[config.mk]
export PLATFORM = sky130hd
export DESIGN_NAME = met_ctrl
export DESIGN_NICKNAME = d
export VERILOG_FILES = /design/src/sv/met_pkg.sv /design/src/sv/met_ctrl.sv
export SDC_FILE = /design/constraint.sdc
export NUM_CORES = 1
export LEC_CHECK = 0
export BUFFER_PORTS_ARGS = -buffer_cell sky130_fd_sc_hd__buf_2
export CAP_MARGIN = 10
export CORE_MARGIN = 2
export CORE_UTILIZATION = 30
export CTS_BUF_LIST = sky130_fd_sc_hd__clkbuf_4
export DETAILED_ROUTE_END_ITERATION = 7
export GPL_TIMING_DRIVEN = 0
export SLEW_MARGIN = 20
export SYNTH_ARGS = -nofsm -noshare
export SYNTH_HDL_FRONTEND = slang
export SYNTH_SLANG_ARGS = --single-unit
[constraint.sdc]
create_clock -name clk_i -period 5.1 [get_ports clk_i]
set_input_delay 1.02 -clock clk_i [delete_from_list [all_inputs] [get_ports clk_i]]
set_output_delay 1.02 -clock clk_i [all_outputs]
set_load 0.03 [all_outputs]
[src/sv/met_pkg.sv]
// Shared types, constants and fixed-point helpers for the Mandelbrot
// escape-time block. No dependencies; used by every module of the block.
package met_pkg;

  // Number format: WIDTH-bit two's complement with FRAC_BITS fraction bits.
  localparam int unsigned WIDTH     = 32;
  localparam int unsigned FRAC_BITS = 16;
  localparam int unsigned IN_W      = 32;
  localparam int unsigned CNT_W     = 16;

  typedef logic signed [WIDTH-1:0]   fix_t;
  typedef logic signed [2*WIDTH-1:0] prod_t;
  typedef logic signed [IN_W-1:0]    in_t;
  typedef logic        [CNT_W-1:0]   cnt_t;

  // The escape radius squared, 4.0, wrapped to the number format.
  localparam fix_t FOUR = fix_t'(64'd4 << FRAC_BITS);

  // Reset value of the iteration limit.
  localparam cnt_t MAX_ITER_RESET = cnt_t'(256);

  // Commands from the controller to the datapath.
  typedef struct packed {
    logic load;    // Capture c and clear z.
    logic mul_en;  // Register the three products of the current z.
    logic upd_en;  // Replace z with z*z + c.
  } cmd_t;

  // Status from the datapath to the controller.
  typedef struct packed {
    logic escaped;  // |z|^2 of the current z is above four.
  } sts_t;

  // Sign-extend or wrap an input value into the number format.
  function automatic fix_t to_fix(input in_t v);
    return fix_t'(v);
  endfunction

  // Fixed-point multiply: full signed product, arithmetic shift, wrap.
  function automatic fix_t fx_mul(input fix_t a, input fix_t b);
    prod_t p;
    p = prod_t'(a) * prod_t'(b);
    return p[FRAC_BITS +: WIDTH];
  endfunction

endpackage

[src/sv/met_ctrl.sv]
// Controller of the escape-time block: iteration limit register, state
// machine, iteration counter and the result register. Depends on met_pkg.
module met_ctrl (
  input  logic           clk_i,
  input  logic           rst_ni,
  input  logic           start_i,
  input  logic           max_iterations_we_i,
  input  met_pkg::cnt_t  max_iterations_i,
  input  met_pkg::sts_t  sts_i,
  output met_pkg::cmd_t  cmd_o,
  output logic           busy_o,
  output logic           done_o,
  output met_pkg::cnt_t  escape_count_o
);

  typedef enum logic [1:0] {
    ST_IDLE,
    ST_MUL,
    ST_STEP
  } state_e;

  state_e        state_q;
  met_pkg::cnt_t max_q;
  met_pkg::cnt_t cnt_q;
  met_pkg::cnt_t result_q;
  logic          done_q;
  logic          accept;
  logic          hit;
  logic          last;
  logic          finish;

  assign accept = start_i && (state_q == ST_IDLE);

  // After the first update, z of the current count either escapes, or the
  // next count would reach the limit; either way the transaction ends.
  always_comb begin
    hit    = (cnt_q != '0) && sts_i.escaped;
    last   = (cnt_q != '0) &&
             (({1'b0, cnt_q} + {{met_pkg::CNT_W{1'b0}}, 1'b1}) >= {1'b0, max_q});
    finish = hit || last;
  end

  // Commands to the datapath.
  always_comb begin
    cmd_o.load   = accept;
    cmd_o.mul_en = (state_q == ST_MUL);
    cmd_o.upd_en = (state_q == ST_STEP) && !finish;
  end

  // State, counter, limit register and registered result.
  always_ff @(posedge clk_i or negedge rst_ni) begin
    if (!rst_ni) begin
      state_q  <= ST_IDLE;
      max_q    <= met_pkg::MAX_ITER_RESET;
      cnt_q    <= '0;
      result_q <= '0;
      done_q   <= 1'b0;
    end else begin
      done_q <= 1'b0;
      if (max_iterations_we_i) begin
        max_q <= max_iterations_i;
      end
      unique case (state_q)
        ST_IDLE: begin
          if (accept) begin
            cnt_q <= '0;
            if (max_q <= met_pkg::cnt_t'(1)) begin
              // A limit of zero or one tries no count at all.
              done_q   <= 1'b1;
              result_q <= '0;
            end else begin
              state_q <= ST_MUL;
            end
          end
        end
        ST_MUL: begin
          state_q <= ST_STEP;
        end
        ST_STEP: begin
          if (finish) begin
            done_q   <= 1'b1;
            result_q <= hit ? cnt_q : '0;
            state_q  <= ST_IDLE;
          end else begin
            cnt_q   <= cnt_q + met_pkg::cnt_t'(1);
            state_q <= ST_MUL;
          end
        end
        default: begin
          state_q <= ST_IDLE;
        end
      endcase
    end
  end

  assign busy_o         = (state_q != ST_IDLE);
  assign done_o         = done_q;
  assign escape_count_o = result_q;

endmodule

## Word-level counts from Yosys, hierarchy flattened

Index checks and enable logic that the tools add are counted.

| word-level totals | value |
|---|---|
| register bits after elaboration | 51 |
| latch bits | 0 |
| RAM bits | 0 |
| bits in read-only memories | 0 |
| output and inout bits | 21 |
| word-level logic and storage cells | 45 |
| memories kept | 0 |

| operators by class | value |
|---|---|
| $add $sub $neg | 2 |
| multipliers | 0 |
| divide/modulo/power cells | 0 |
| order comparisons | 2 |
| equality and inequality tests | 7 |
| shifts and indexed selects | 0 |
| mux-type cells | 16 |
| bitwise gates (word level) | 0 |
| reduce and logical (&&, ||, !) cells | 13 |

Operators with widths:

| operator | number |
|---|---|
| 2-to-1 mux 16 bit | 6 |
| one-hot mux 16 bit (2 select lines) | 2 |
| adder 16 x 1 -> 17 bit, second input constant | 1 |
| greater-or-equal comparator 17 x 16 -> 1 bit | 1 |
| adder 16 x 1 -> 16 bit, second input constant | 1 |
| <= comparator 16 x 1 -> 1 bit, second input constant | 1 |
| nonzero test 16 bit | 1 |
| inequality test 2 bit, second input constant | 4 |
| one-hot mux 2 bit (3 select lines) | 1 |
| logical AND 1 bit | 4 |
| 2-to-1 mux 1 bit | 4 |
| 2-to-1 mux 2 bit | 2 |
| AND reduction 4 bit | 1 |
| nonzero test 2 bit | 2 |
| AND reduction 3 bit | 1 |
| equality test 2 x 1 -> 1 bit, second input constant | 1 |
| equality test 2 bit, second input constant | 1 |
| logical NOT 2 bit | 1 |
| inequality test 2 x 1 -> 1 bit, second input constant | 1 |
| one-hot mux 1 bit (2 select lines) | 1 |
| AND reduction 2 bit | 1 |
| logical NOT 1 bit | 1 |
| logical OR 1 bit | 1 |

## Depth between registers and ports, before layout

| logic depth | value |
|---|---|
| word-level depth | 6 |
| mapped depth | 15 |
| mapped depth without buffers | 14 |

## Least setup slack after synthesis

No wires, ideal clock.

| timing | value |
|---|---|
| kind | register to output |
| start point | register cnt_q[0] |
| end point | output cmd_o[0] in the netlist's numbering |
| data arrival time | 3076 ps |
| data required time | 4080 ps |
| path slack | 1004 ps |
| cell stages (with the launch flop) | 15 |
| cell sequence | dfrtp_1 -> ha_1 -> nand4_4 -> nor3_4 -> nand3_1 -> nor2_1 -> xor2_1 -> ha_1 -> a21o_1 -> a211o_1 -> a31oi_2 -> a21o_1 -> buf_6 -> nand3_4 -> inv_2 |

RTL lines:

| what | line | text |
|---|---|---|
| from (decl) | met_ctrl.sv:24 | `met_pkg::cnt_t cnt_q;` |
| from (signal assigned) | met_ctrl.sv:85 | `cnt_q <= cnt_q + met_pkg::cnt_t'(1);` |
| to (decl) | met_ctrl.sv:10 | `output met_pkg::cmd_t cmd_o,` |

==> results.py <==
metrics = {
    "global_route": {
        "overflow": 0,
        "grt_pass1_vias": 2472,
        "grt_max_degree": 52,
        "grtUsageTotal": 0.1392,
        "grt_pass1_wl_mm": 12.33,
        "antenna_found_initial": 0,
    },
    "critical_path": {
        "rr_endpoint": "cnt_q[4]",
        "rr_startpoint": "cnt_q[1]",
        "cp-startpoint": "cnt_q[1]",
        "crit_path_start_kind": "register",
        "crit_cells": 15,
        "cp_slowest_cell": "dfrtp_2",
        "critical_path_class": "register to output pin",
        "critical_path_peak_fanout": 9,
        "worstPathRequired_ns": 4.08,
        "path_cells": "ha_2 -> nand4_4 -> nor3_4 -> nand3_1 -> nor2_1 -> xor2_1 -> ha_1 -> a21o_1 -> a211o_1 -> a31oi_4 -> a21o_1 -> buf_6 -> nand3_4 -> inv_2 -> buf_2",
        "end_kind": "output pin",
        "reg2reg_depth": 15,
        "crit_end": "cmd_o[0]",
        "arrival_ns": 3.82,
        "cp_top_family": "compound AO/OA/AOI/OAI gates",
        "worst-r2r-setup-slack_ns": 1.46,
        "critPathMostFrequentCell": "a21o_1",
        "path_buf_inv": 3,
        "crit_path_max_incr_delay_ns": 0.43,
    },
    "sta": {
        "finalHoldViolCount": 0,
        "slew_violations": 0,
        "timing.final.crit_share": 0.9485,
        "whs_ns": 0.5196,
        "max_clock_freq_mhz": 206.7,
        "setup_tns_ns": 0,
        "worst_pin_slew_ns": 0.6611,
        "fin_crit_ns": 4.838,
        "rsz0062_at_grt": "no",
        "final-setup-viol-count": 0,
        "slew-limit-headroom": 0.5593,
        "finalClockSkew_ns": 0.009751,
    },
    "placement": {
        "dpl.cell_count": 470,
        "globalplace.congestion": 0.8662,
        "dpl.hpwl_mm": 5.516,
        "port_buffers": 41,
    },
    "floorplanning": {
        "die_y_um": 104.4,
        "rows": 36,
        "initial_utilization": 0.3094,
        "core_sq_um": 9774,
        "die_width_um": 104.4,
        "die_area_sq_um": 10900,
        "top_level_ports": 42,
    },
    "synth": {
        "synth_nets": 335,
        "synthMuxAreaShare": 0.04799,
        "synth_area_leader_cell": "dfrtp_1",
        "synth_edf_count": 0,
        "synthSimpleGateAreaFrac": 0.1874,
        "postSynthCellCount": 296,
        "synth-compound-area-share": 0.1560,
        "synth_area_leaders": "dfrtp_1, ha_1, a22o_1, nand2_1, inv_1",
        "postSynthAreaPerCell_sq_um": 10.22,
        "synth.distinct_cells": 53,
        "synth_xor_area_frac": 0.03765,
        "async_flop_share": 1.000,
        "ys_seq_elements": 51,
        "synth_warnings": 0,
        "synth_seq_area_share": 0.4224,
        "synth.top_cell.area_share": 0.4137,
        "synthAdderAreaFrac": 0.07447,
        "synth_top_family_by_area": "simple AND/OR/NAND/NOR gates",
        "syn_area_sq_um": 3024,
        "synth_ff_type": "dfrtp_1",
    },
    "detailed_routing": {
        "routedWlPerCell_um": 15.46,
        "viasPerCell": 4.990,
        "drc": 0,
        "first_iter_violations": 106,
        "drt-total-wl_mm": 7.419,
        "ant_nets": 0,
        "num_vias": 2395,
        "drt-pass1-iter-count": 6,
    },
    "outcome": {
        "status": "finished, final reports clean",
    },
    "power": {
        "leakage_uw": 0.001779,
        "p_per_area_nw_per_um2": 340.2,
        "ir_drop_mv": 0.2526,
    },
    "clock_network": {
        "cts_hold_repair.buffers": 0,
        "clock_sinks": 51,
        "clock-root-buffer": "clkbuf_4",
        "cts_htree_levels": 2,
        "clock_path_buffers": 2,
        "cts_tree": "built",
        "cts_made_buffers": 5,
        "clock_latency_ns": 0.38,
        "path_clk_slew_ns": 0.15,
    },
    "worst_hold_path": {
        "hold_class": "register to register",
        "hold_path_depth": 1,
    },
    "flow_run": {
        "drv_cap": 0,
    },
    "cells_and_area": {
        "areaGrowthSynthToFinish_pct": 16.88,
        "nets": 385,
        "antenna_cells": 0,
        "fin_cells": 480,
        "drive_gt1_frac": 0.2709,
    },
}
-- kinds of logic (layout without fill, tap and decap cells) --
| group | count (synthesis) | count (layout) |
|---|---|---|
| AND/OR/NAND/NOR | 97 | 97 |
| AO/OA/AOI/OAI | 62 | 62 |
| flip-flops | 51 | 51 |
| buffers and inverters | 44 | 95 |
| adder cells (fa/ha/maj) | 18 | 18 |
| XOR/XNOR | 13 | 13 |
| multiplexers | 11 | 11 |
-- layout make-up --
cell class	count	area (sq um)
repair buffers	43	222.7
inverters	26	97.59
fillers	999	6240
plain buffers	18	126.4
well taps	133	166.4
flip-flops and latches	51	1280
multi-input cells	201	1536
clock buffers	5	37.54
clock inverters	3	67.56
-- stage by stage --
step | cell area [sq um] | worst slack (ns) | total power, uW | utilization
after detailed placement | 3398 | 0.3550 | 900.5 | 0.3477
after CTS | 3507 | 0.05738 | 1194 | 0.3588
after floorplan | 3024 | 1.004 | 779.3 | -
after global placement | 3396 | 0.4372 | 892.2 | 0.3474
final | 3535 | 0.2624 | 1203 | 0.3616
after global routing | 3535 | 0.004942 | 1267 | 0.3616
-- Yosys cell counts (all sizes together) (2+ instances only) --
cell and n:
nand2b 3, nand4 12, or2 3, nand3 10, dfrtp 50, and4 3, nor2 10, clkbuf 7
and2 8, a311oi 2, o311ai 5, nor3 5, buf 11, a21o 2, mux2 10, nand2 29
a21oi 6, nor2b 4, nor4 5, o21ai 17, a31oi 4, xor2 5, and3 3, xnor2 8
o21bai 2, o211ai 2, inv 26, ha 18, a22o 16
-- power by group --
group          internal (uW)  switching [uW]  total [uW]
sequential               442            30.2         472
combinational            167             271         439
clock                    152             139         291
-- state kept, by name (all words and copies together), names as in the netlist --
register and count:
state_q 2, escape_count_o 16, cnt_q 16, max_q 16
done_o 1
-- cell usage in the layout (no fill, tap or decap), drive strengths merged, types with 2 or more instances in the layout --
cell type and n:
a22o 16, a311oi 2, bufinv 2, nor3 5, dfrtp 50, a21oi 6
xor2 5, nand2 29, clkbuf 12, o311ai 5, nand3 10, o211ai 2
and3 3, a21o 2, nand4 12, nor4 5, a31oi 4, and4 3
or2 3, and2 8, mux2 10, xnor2 8, inv 26, nor2b 4
buf 54, nand2b 3, o21ai 17, ha 18, nor2 10, o21bai 2
-- timing repair --
action,4_1_cts,5_1_grt
setup buffers,0,2
setup endpoints to repair,1,1
resized for setup,2,3
pin swaps,0,1
-- worst register-to-register path, cell delays in order (launching register included) --
cell and delay (ns):
dfrtp_2 0.43, ha_2 0.27, nand4_4 0.15, nor3_4 0.23, nand3_1 0.20, nor2_1 0.17, xor2_1 0.20, ha_1 0.28
a21o_1 0.18, a211o_1 0.33, a31oi_4 0.20, a21o_1 0.16, buf_6 0.14, nand3_4 0.13, buf_12 0.19, mux2_4 0.29
-- routing by layer --
metal | GRT usage | vias up | wire length, um
met1 | 0.1978 | 1168 | 3682
met5 | 0 | - | 0
met4 | 0.03958 | 0 | 167
met3 | 0.02381 | 13 | 282
li1 | - | 1160 | -
met2 | 0.2171 | 54 | 3288
-- worst min-delay path by stage --
stage | start | to
3_5_place_dp | escape_count_o[13] | escape_count_o[13]
6_report | escape_count_o[0] | escape_count_o[0]
3_3_place_gp | escape_count_o[13] | escape_count_o[13]
5_1_grt | escape_count_o[7] | escape_count_o[7]
4_1_cts | escape_count_o[0] | escape_count_o[0]
2_1_floorplan | state_q[1] | state_q[1]
Power figures use the tool's default switching activity.
